<file path="src/tds_pkg.sv">
// ----------------------------------------------------------------------------
// tds_pkg: shared types and constants of the tridiagonal solver
// Field widths and the word type.
// ----------------------------------------------------------------------------
package tds_pkg;

    localparam int WORD_W = 32;
    localparam int IDX_W  = 6;

    typedef logic signed [WORD_W-1:0] word_t;

endpackage

</file>
<file path="src/tds_divider.sv">
// ----------------------------------------------------------------------------
// tds_divider: restoring fixed-point divider
// (num << FRAC_BITS) / den, truncated toward zero, saturated, one bit a cycle.
// ----------------------------------------------------------------------------
module tds_divider #(
    parameter int FRAC_BITS = 16
) (
    input  logic           clk,
    input  logic           rst_n,
    input  logic           start,
    input  logic [32:0]    num,      // signed, one bit wider to hold -c
    input  tds_pkg::word_t den,
    output logic           done,
    output tds_pkg::word_t quo
);
    localparam int NW = 33 + FRAC_BITS;   // dividend magnitude width
    localparam int CW = $clog2(NW + 1);

    logic [NW-1:0] dvd_reg, dvd_next;
    logic [NW-1:0] q_reg, q_next;
    logic [32:0]   rem_reg, rem_next;
    logic [31:0]   dmag_reg;
    logic          neg_reg;
    logic [CW-1:0] cnt_reg, cnt_next;
    logic          busy_reg, busy_next;
    logic          done_reg;

    logic [33:0]   trial;
    logic [32:0]   nmag;
    logic [NW-1:0] qmax;

    always_comb
    begin
        nmag = num[32] ? (~num + 33'd1) : num;
        trial = {rem_reg, dvd_reg[NW-1]} - {2'b00, dmag_reg};
        dvd_next = dvd_reg;
        q_next = q_reg;
        rem_next = rem_reg;
        cnt_next = cnt_reg;
        busy_next = busy_reg;
        if (start)
        begin
            dvd_next = {nmag, {FRAC_BITS{1'b0}}};
            q_next = '0;
            rem_next = '0;
            cnt_next = CW'(NW);
            busy_next = 1'b1;
        end
        else if (busy_reg)
        begin
            dvd_next = {dvd_reg[NW-2:0], 1'b0};
            if (!trial[33])
            begin
                rem_next = trial[32:0];
                q_next = {q_reg[NW-2:0], 1'b1};
            end
            else
            begin
                rem_next = {rem_reg[31:0], dvd_reg[NW-1]};
                q_next = {q_reg[NW-2:0], 1'b0};
            end
            cnt_next = cnt_reg - CW'(1);
            if (cnt_reg == CW'(1))
                busy_next = 1'b0;
        end
    end

    always_ff @(posedge clk or negedge rst_n)
    begin
        if (!rst_n)
        begin
            busy_reg <= 1'b0;
            done_reg <= 1'b0;
            cnt_reg  <= '0;
        end
        else
        begin
            busy_reg <= busy_next;
            cnt_reg  <= cnt_next;
            done_reg <= busy_reg && (cnt_reg == CW'(1));
        end
    end

    always_ff @(posedge clk)
    begin
        dvd_reg <= dvd_next;
        q_reg   <= q_next;
        rem_reg <= rem_next;
        if (start)
        begin
            dmag_reg <= den[31] ? (~den + 32'd1) : den;
            neg_reg  <= num[32] ^ den[31];
        end
    end

    always_comb
    begin
        qmax = NW'(32'h7FFFFFFF);
        if (neg_reg)
            quo = (q_reg > qmax + NW'(1)) ? 32'sh80000000 : 32'(~q_reg + NW'(1));
        else
            quo = (q_reg > qmax) ? 32'sh7FFFFFFF : 32'(q_reg);
    end

    assign done = done_reg;
endmodule
</file>
<file path="config.mk">
export PLATFORM = sky130hd
export DESIGN_NAME = tds_divider
export DESIGN_NICKNAME = d
export VERILOG_FILES = /design/src/tds_pkg.sv /design/src/tds_divider.sv
export SDC_FILE = /design/constraint.sdc
export NUM_CORES = 1
export LEC_CHECK = 0
export BUFFER_PORTS_ARGS = -buffer_cell sky130_fd_sc_hd__buf_4
export CAP_MARGIN = 20
export CORE_ASPECT_RATIO = 1.4
export CORE_MARGIN = 10
export CORE_UTILIZATION = 60
export DETAILED_ROUTE_END_ITERATION = 16
export PLACE_DENSITY = 0.81
export SKIP_CTS_REPAIR_TIMING = 1
export SLEW_MARGIN = 15
export SYNTH_ARGS = -nofsm -noshare
export SYNTH_HDL_FRONTEND = slang
export SYNTH_SLANG_ARGS = --single-unit
</file>
<file path="constraint.sdc">
create_clock -name clk -period 5.9 [get_ports clk]
set_input_delay 0.885 -clock clk [delete_from_list [all_inputs] [get_ports clk]]
set_output_delay 0.885 -clock clk [all_outputs]
set_load 0.005 [all_outputs]
</file>
# ---- Yosys cells after proc, flatten, opt, wreduce, memory -nomap -nowiden
# Index checks and enable logic that the tools add are counted.
dict set report totals {
  elab_cells 37
  regBits 156
  inputBits 68
}
dict set report op_classes {
  bitwise_logic 4
  reduce_logical 2
  n_lt_le_gt_ge 2
  add_sub_neg 5
  eq_ne 1
  n_mux 14
}
# cell count
set ops {}
lappend ops {{$mux 49} 2}
lappend ops {{$mux 32} 3}
lappend ops {{$mux 33} 2}
lappend ops {{$add 32x1->32 const B} 2}
lappend ops {{$not 32->32} 2}
lappend ops {{$gt 49x31->1 const B} 1}
lappend ops {{$gt 49x32->1 const B} 1}
lappend ops {{$sub 34x32->34} 1}
lappend ops {{$add 33x1->33 const B} 1}
lappend ops {{$not 33->33} 1}
lappend ops {{$mux 31} 1}
lappend ops {{$mux 6} 2}
lappend ops {{$eq 6x1->1 const B} 1}
lappend ops {{$sub 6x1->6 const B} 1}
lappend ops {{$mux 1} 4}
lappend ops {{$reduce_bool 2->1} 1}
lappend ops {{$logic_and 1x1->1} 1}
lappend ops {{$xor 1x1->1} 1}

# ---- Longest topological paths before layout
dict set report logic_depth {
  ltp_word 4
  ltp_mapped 12
  depth_no_buf 11
}

# ---- Worst setup path before layout
# No wires, ideal clock.
dict set report synth_timing {
  kind {reg2out}
  startpoint {register q_reg[18]}
  endpoint {output port quo[31]}
  stages_incl_launch_ff 10
  n_path_buf 1
  slack_ns 2.369
  arrival_ns 2.646
  path_cell_list {dfxtp_1 > buf_6 > or4_4 > or2_0 > or4_1 > or3_1 > or3_4 > nor3_2 > xor2_1 > a21boi_1}
}
dict set report synth_between {
  elab_chain_cells 4
  elab_cells_between_ends 7
  classes_between {add/sub: 1; order compare: 2; mux: 3; bitwise: 1}
}
# item line
set synth_rtl {}
lappend synth_rtl {{start: declaration} tds_divider.sv:20} ;# logic [NW-1:0] q_reg, q_next;
lappend synth_rtl {{start signal: assignment} tds_divider.sv:87} ;# q_reg <= q_next;
lappend synth_rtl {{$not 32->32} tds_divider.sv:100} ;# quo = (q_reg > qmax + NW'(1)) ? 32'sh80000000 : 32'(~q_reg + NW'(1));
lappend synth_rtl {{$add 32x1->32} tds_divider.sv:100}
lappend synth_rtl {{$mux 32} tds_divider.sv:100}
lappend synth_rtl {{$mux 32 (*)} tds_divider.sv:99} ;# if (neg_reg)
lappend synth_rtl {{end: declaration} tds_divider.sv:14} ;# output tds_pkg::word_t quo
# Every way passes the cells marked *; elsewhere a longest branch is shown, timed or not.

# ---- Worst setup path in the final report
dict set report layout_timing {
  startpoint {register q_reg[6]}
  endpoint {output port quo[5]}
}
dict set report layout_between {
  elab_chain_cells 3
  elab_cells_between_ends 5
  classes_between {order compare: 2; mux: 3}
}
# item line
set layout_rtl {}
lappend layout_rtl {{$gt 49x31->1 / $gt 49x32->1 (equally long branches)} {tds_divider.sv:102, tds_divider.sv:100}}
lappend layout_rtl {{$mux 32 (on tied branches)} {tds_divider.sv:102, tds_divider.sv:100}}
lappend layout_rtl {{$mux 32 (*)} tds_divider.sv:99}
# Marked as above.

==> results.json <==
{
  "synth_cell_types": 71,
  "rsz0062_at_grt": "no",
  "finalCritPeriodShare_pct": 82.3,
  "ys_seq_elements": 156,
  "cts_max_level": 4,
  "switchingPower_mw": 0.681,
  "netlist.area_leader.share_pct": 19.2,
  "slew_headroom_pct": 32.6,
  "syn-cell-area_mm2": 0.0103,
  "root_buffer": "clkbuf_16",
  "clock-sinks": 156,
  "hold_class": "input port to async pin",
  "clock_latency_ns": 0.43,
  "wl_per_cell_um": 17.2,
  "row_count": 56,
  "crit_type": "flop to output pin",
  "final_cells": 1495,
  "grt_max_degree": 83,
  "p_seq_share_pct": 45.5,
  "clk_pin_slew_ns": 0.07,
  "grt_pass1_vias": 9053,
  "synth_edf_count": 66,
  "fin_crit_ns": 4.85,
  "dp_hpwl_mm": 18.5,
  "hold_viol_final": 0,
  "numCtsBuffers": 17,
  "worstMarginPinSlew_ns": 1.01,
  "port_buffers": 100,
  "synth.area.top_cells": "edfxtp_1 19%, dfxtp_1 16%, nor2_1 5.6%",
  "synth_nets": 1336,
  "drtAntennaViolNets": 0,
  "async_reset_ff_share_pct": 5.13,
  "largest_register_ff_count": 49,
  "n_antenna_cell": 0,
  "cts_tree": "done",
  "drv_slew": 0,
  "setup_tns_ns": 0,
  "start_util_pct": 61.5,
  "path_max_fanout": 30,
  "drc": 0,
  "fmax_ghz": 0.206,
  "synth_ff_type": "dfxtp_1",
  "p_leak_nw": 5.12,
  "die_x_um": 131,
  "p_clk_share_pct": 42.1,
  "combPwrFrac_pct": 12.4,
  "power_density_mw_per_mm2": 229,
  "swShare_pct": 25.3,
  "detail_route.first_pass.iterations": 6,
  "post-place-cells": 1461,
  "wirelength_mm": 25.6,
  "max_cap_viol_count": 0,
  "syn_inst": 1229,
  "startpoint_type": "flop",
  "nNetsFinal": 1386,
  "cts_buffer_depth": 2,
  "arrival_ns": 3.97,
  "skew_ns": 0.00841,
  "drive_gt1_share_pct": 11.8,
  "place.gp.congestion": 0.906,
  "setup_viol": 0,
  "synth_area_leader_cell": "edfxtp_1",
  "peakVddDrop_v": 0.000198,
  "cp.required_ns": 5.02,
  "yosys_warnings": 0,
  "cp-end-kind": "output pin",
  "drtIter0Drc": 702,
  "synth_area_per_cell_um2": 8.41,
  "gr-usage-all-layers_pct": 22.2,
  "die_h_um": 175,
  "intPower_mw": 2.01,
  "synthToLayoutAreaGrowth_pct": 13.7,
  "ys_seq_area_share_pct": 37.0,
  "fp.coreArea_mm2": 0.0168,
  "dieArea_mm2": 0.0229,
  "viasPerCell": 6.26,
  "fill_cells": 1379,
  "ios": 101,
  "grt-ovfl-total": 0,
  "antenna_found_initial": 0,
  "status": "finished clean",
  "vias": 9353,
  "finalPower_mw": 2.69,
  "grt_pass1_wl_mm": 42.5
}
## kinds of logic after synthesis
kind of cell,count (synthesis),share of synthesized area [%]
and+or+nand+nor,443,20.4
AOI/OAI and AO/OA,310,20.1
DFF,156,37.0
buffers and inverters,144,5.40
xor gates and xnor gates,86,7.29
muxes,51,4.95
adders and majority gates,39,4.79
## power groups by stage
stage	combinational (mW)	sequential [mW]	clock (mW)
CTS	0.333	1.22	1.15
detailed placement	0.330	1.25	0
floorplan	0.228	1.23	0
finish	0.334	1.22	1.13
global placement	0.322	1.24	0
global route	0.375	1.23	1.20
## placed cells by master, fill, tap and decap left out, drive strengths merged, types with 10 or more instances in the layout
master / netlist / routed
o211ai: 10 / 10
mux2i: 50 / 50
xor2: 38 / 38
o311ai: 27 / 27
edfxtp: 66 / 66
nand2b: 12 / 12
a21oi: 68 / 68
a21o: 13 / 13
or4: 13 / 13
o41ai: 12 / 12
and3: 13 / 13
nand4: 15 / 15
dfxtp: 82 / 82
nor3: 31 / 31
a311oi: 24 / 24
nor4: 24 / 24
or3: 23 / 23
nor2: 153 / 153
clkbuf: 67 / 20
inv: 67 / 75
nand3: 27 / 27
buf: 9 / 107
xnor2: 48 / 48
o21ai: 80 / 80
o31ai: 25 / 25
nand2: 107 / 107
ha: 38 / 38
## worst paths after layout
| kind | start | end | slack (ns) | cells after the start |
|---|---|---|---|---|
| min in group clk | rem_reg[24]$_SDFFE_PP0P_ | rem_reg[24]$_SDFFE_PP0P_ | 0.51 | 2 |
| setup / recovery | q_reg[6]$_SDFFE_PP0P_ | quo[5] | 1.05 | 9 |
| hold reg to reg | rem_reg[24]$_SDFFE_PP0P_ | rem_reg[24]$_SDFFE_PP0P_ | 0.51 | 2 |
| hold / removal | rst_n | cnt_reg[3]$_DFFE_PN0P_ | 0.28 | 1 |
| max in group asynchronous | rst_n | busy_reg$_DFF_PN0_ | 5.45 | 1 |
| setup reg to reg | dmag_reg[1]$_DFFE_PP_ | rem_reg[6]$_SDFFE_PP0P_ | 2.15 | 11 |
## critical path, stage by stage (launching register included)
cell and delay [ns]:
dfxtp_1 0.41, nor4_1 0.45, nand3_1 0.35, nor4_1 0.35, nand4b_1 0.12, a21bo_2 0.40, inv_1 0.18, nand2_1 0.46
o311ai_0 0.61, buf_4 0.19
## routing by layer
layer,up-vias,share of wire (%),GRT usage (%)
li1,4622,-,-
met5,-,0,0
met3,49,4.4,3.74
met2,271,51,38.7
met1,4411,42,26.3
met4,0,2.9,8.88
## Yosys cell counts (24+ instances only)
cell	number
a21oi_1	68
a311oi_1	24
clkbuf_1	67
dfxtp_1	82
edfxtp_1	66
ha_1	38
inv_1	67
mux2i_1	50
nand2_1	107
nand3_1	27
nor2_1	153
nor3_1	30
nor4_1	24
o21ai_0	77
o311ai_0	27
o31ai_1	25
xnor2_1	48
xor2_1	38
## metrics by stage
step	setup WS (ns)	util, %	area (um2)	hold slack (ns)
finish	1.05	69.9	11700	0.283
global route	0.576	69.9	11700	0.265
CTS	1.03	69.7	11700	0.268
detailed placement	1.49	66.0	11100	0.494
global placement	1.61	66.0	11100	0.478
floorplan	2.37	-	10300	0.461
## cell type report
type | count | area [um2] | share of cell area [%]
Multi-Input combinational cell | 929 | 5980 | 50.9
Sequential cell | 156 | 3830 | 32.6
Timing Repair Buffer | 107 | 815 | 6.93
Clock buffer | 20 | 468 | 3.98
Inverter | 68 | 255 | 2.17
Tap cell | 203 | 254 | 2.16
Clock inverter | 12 | 148 | 1.26
(Power assumes the default switching activity.)
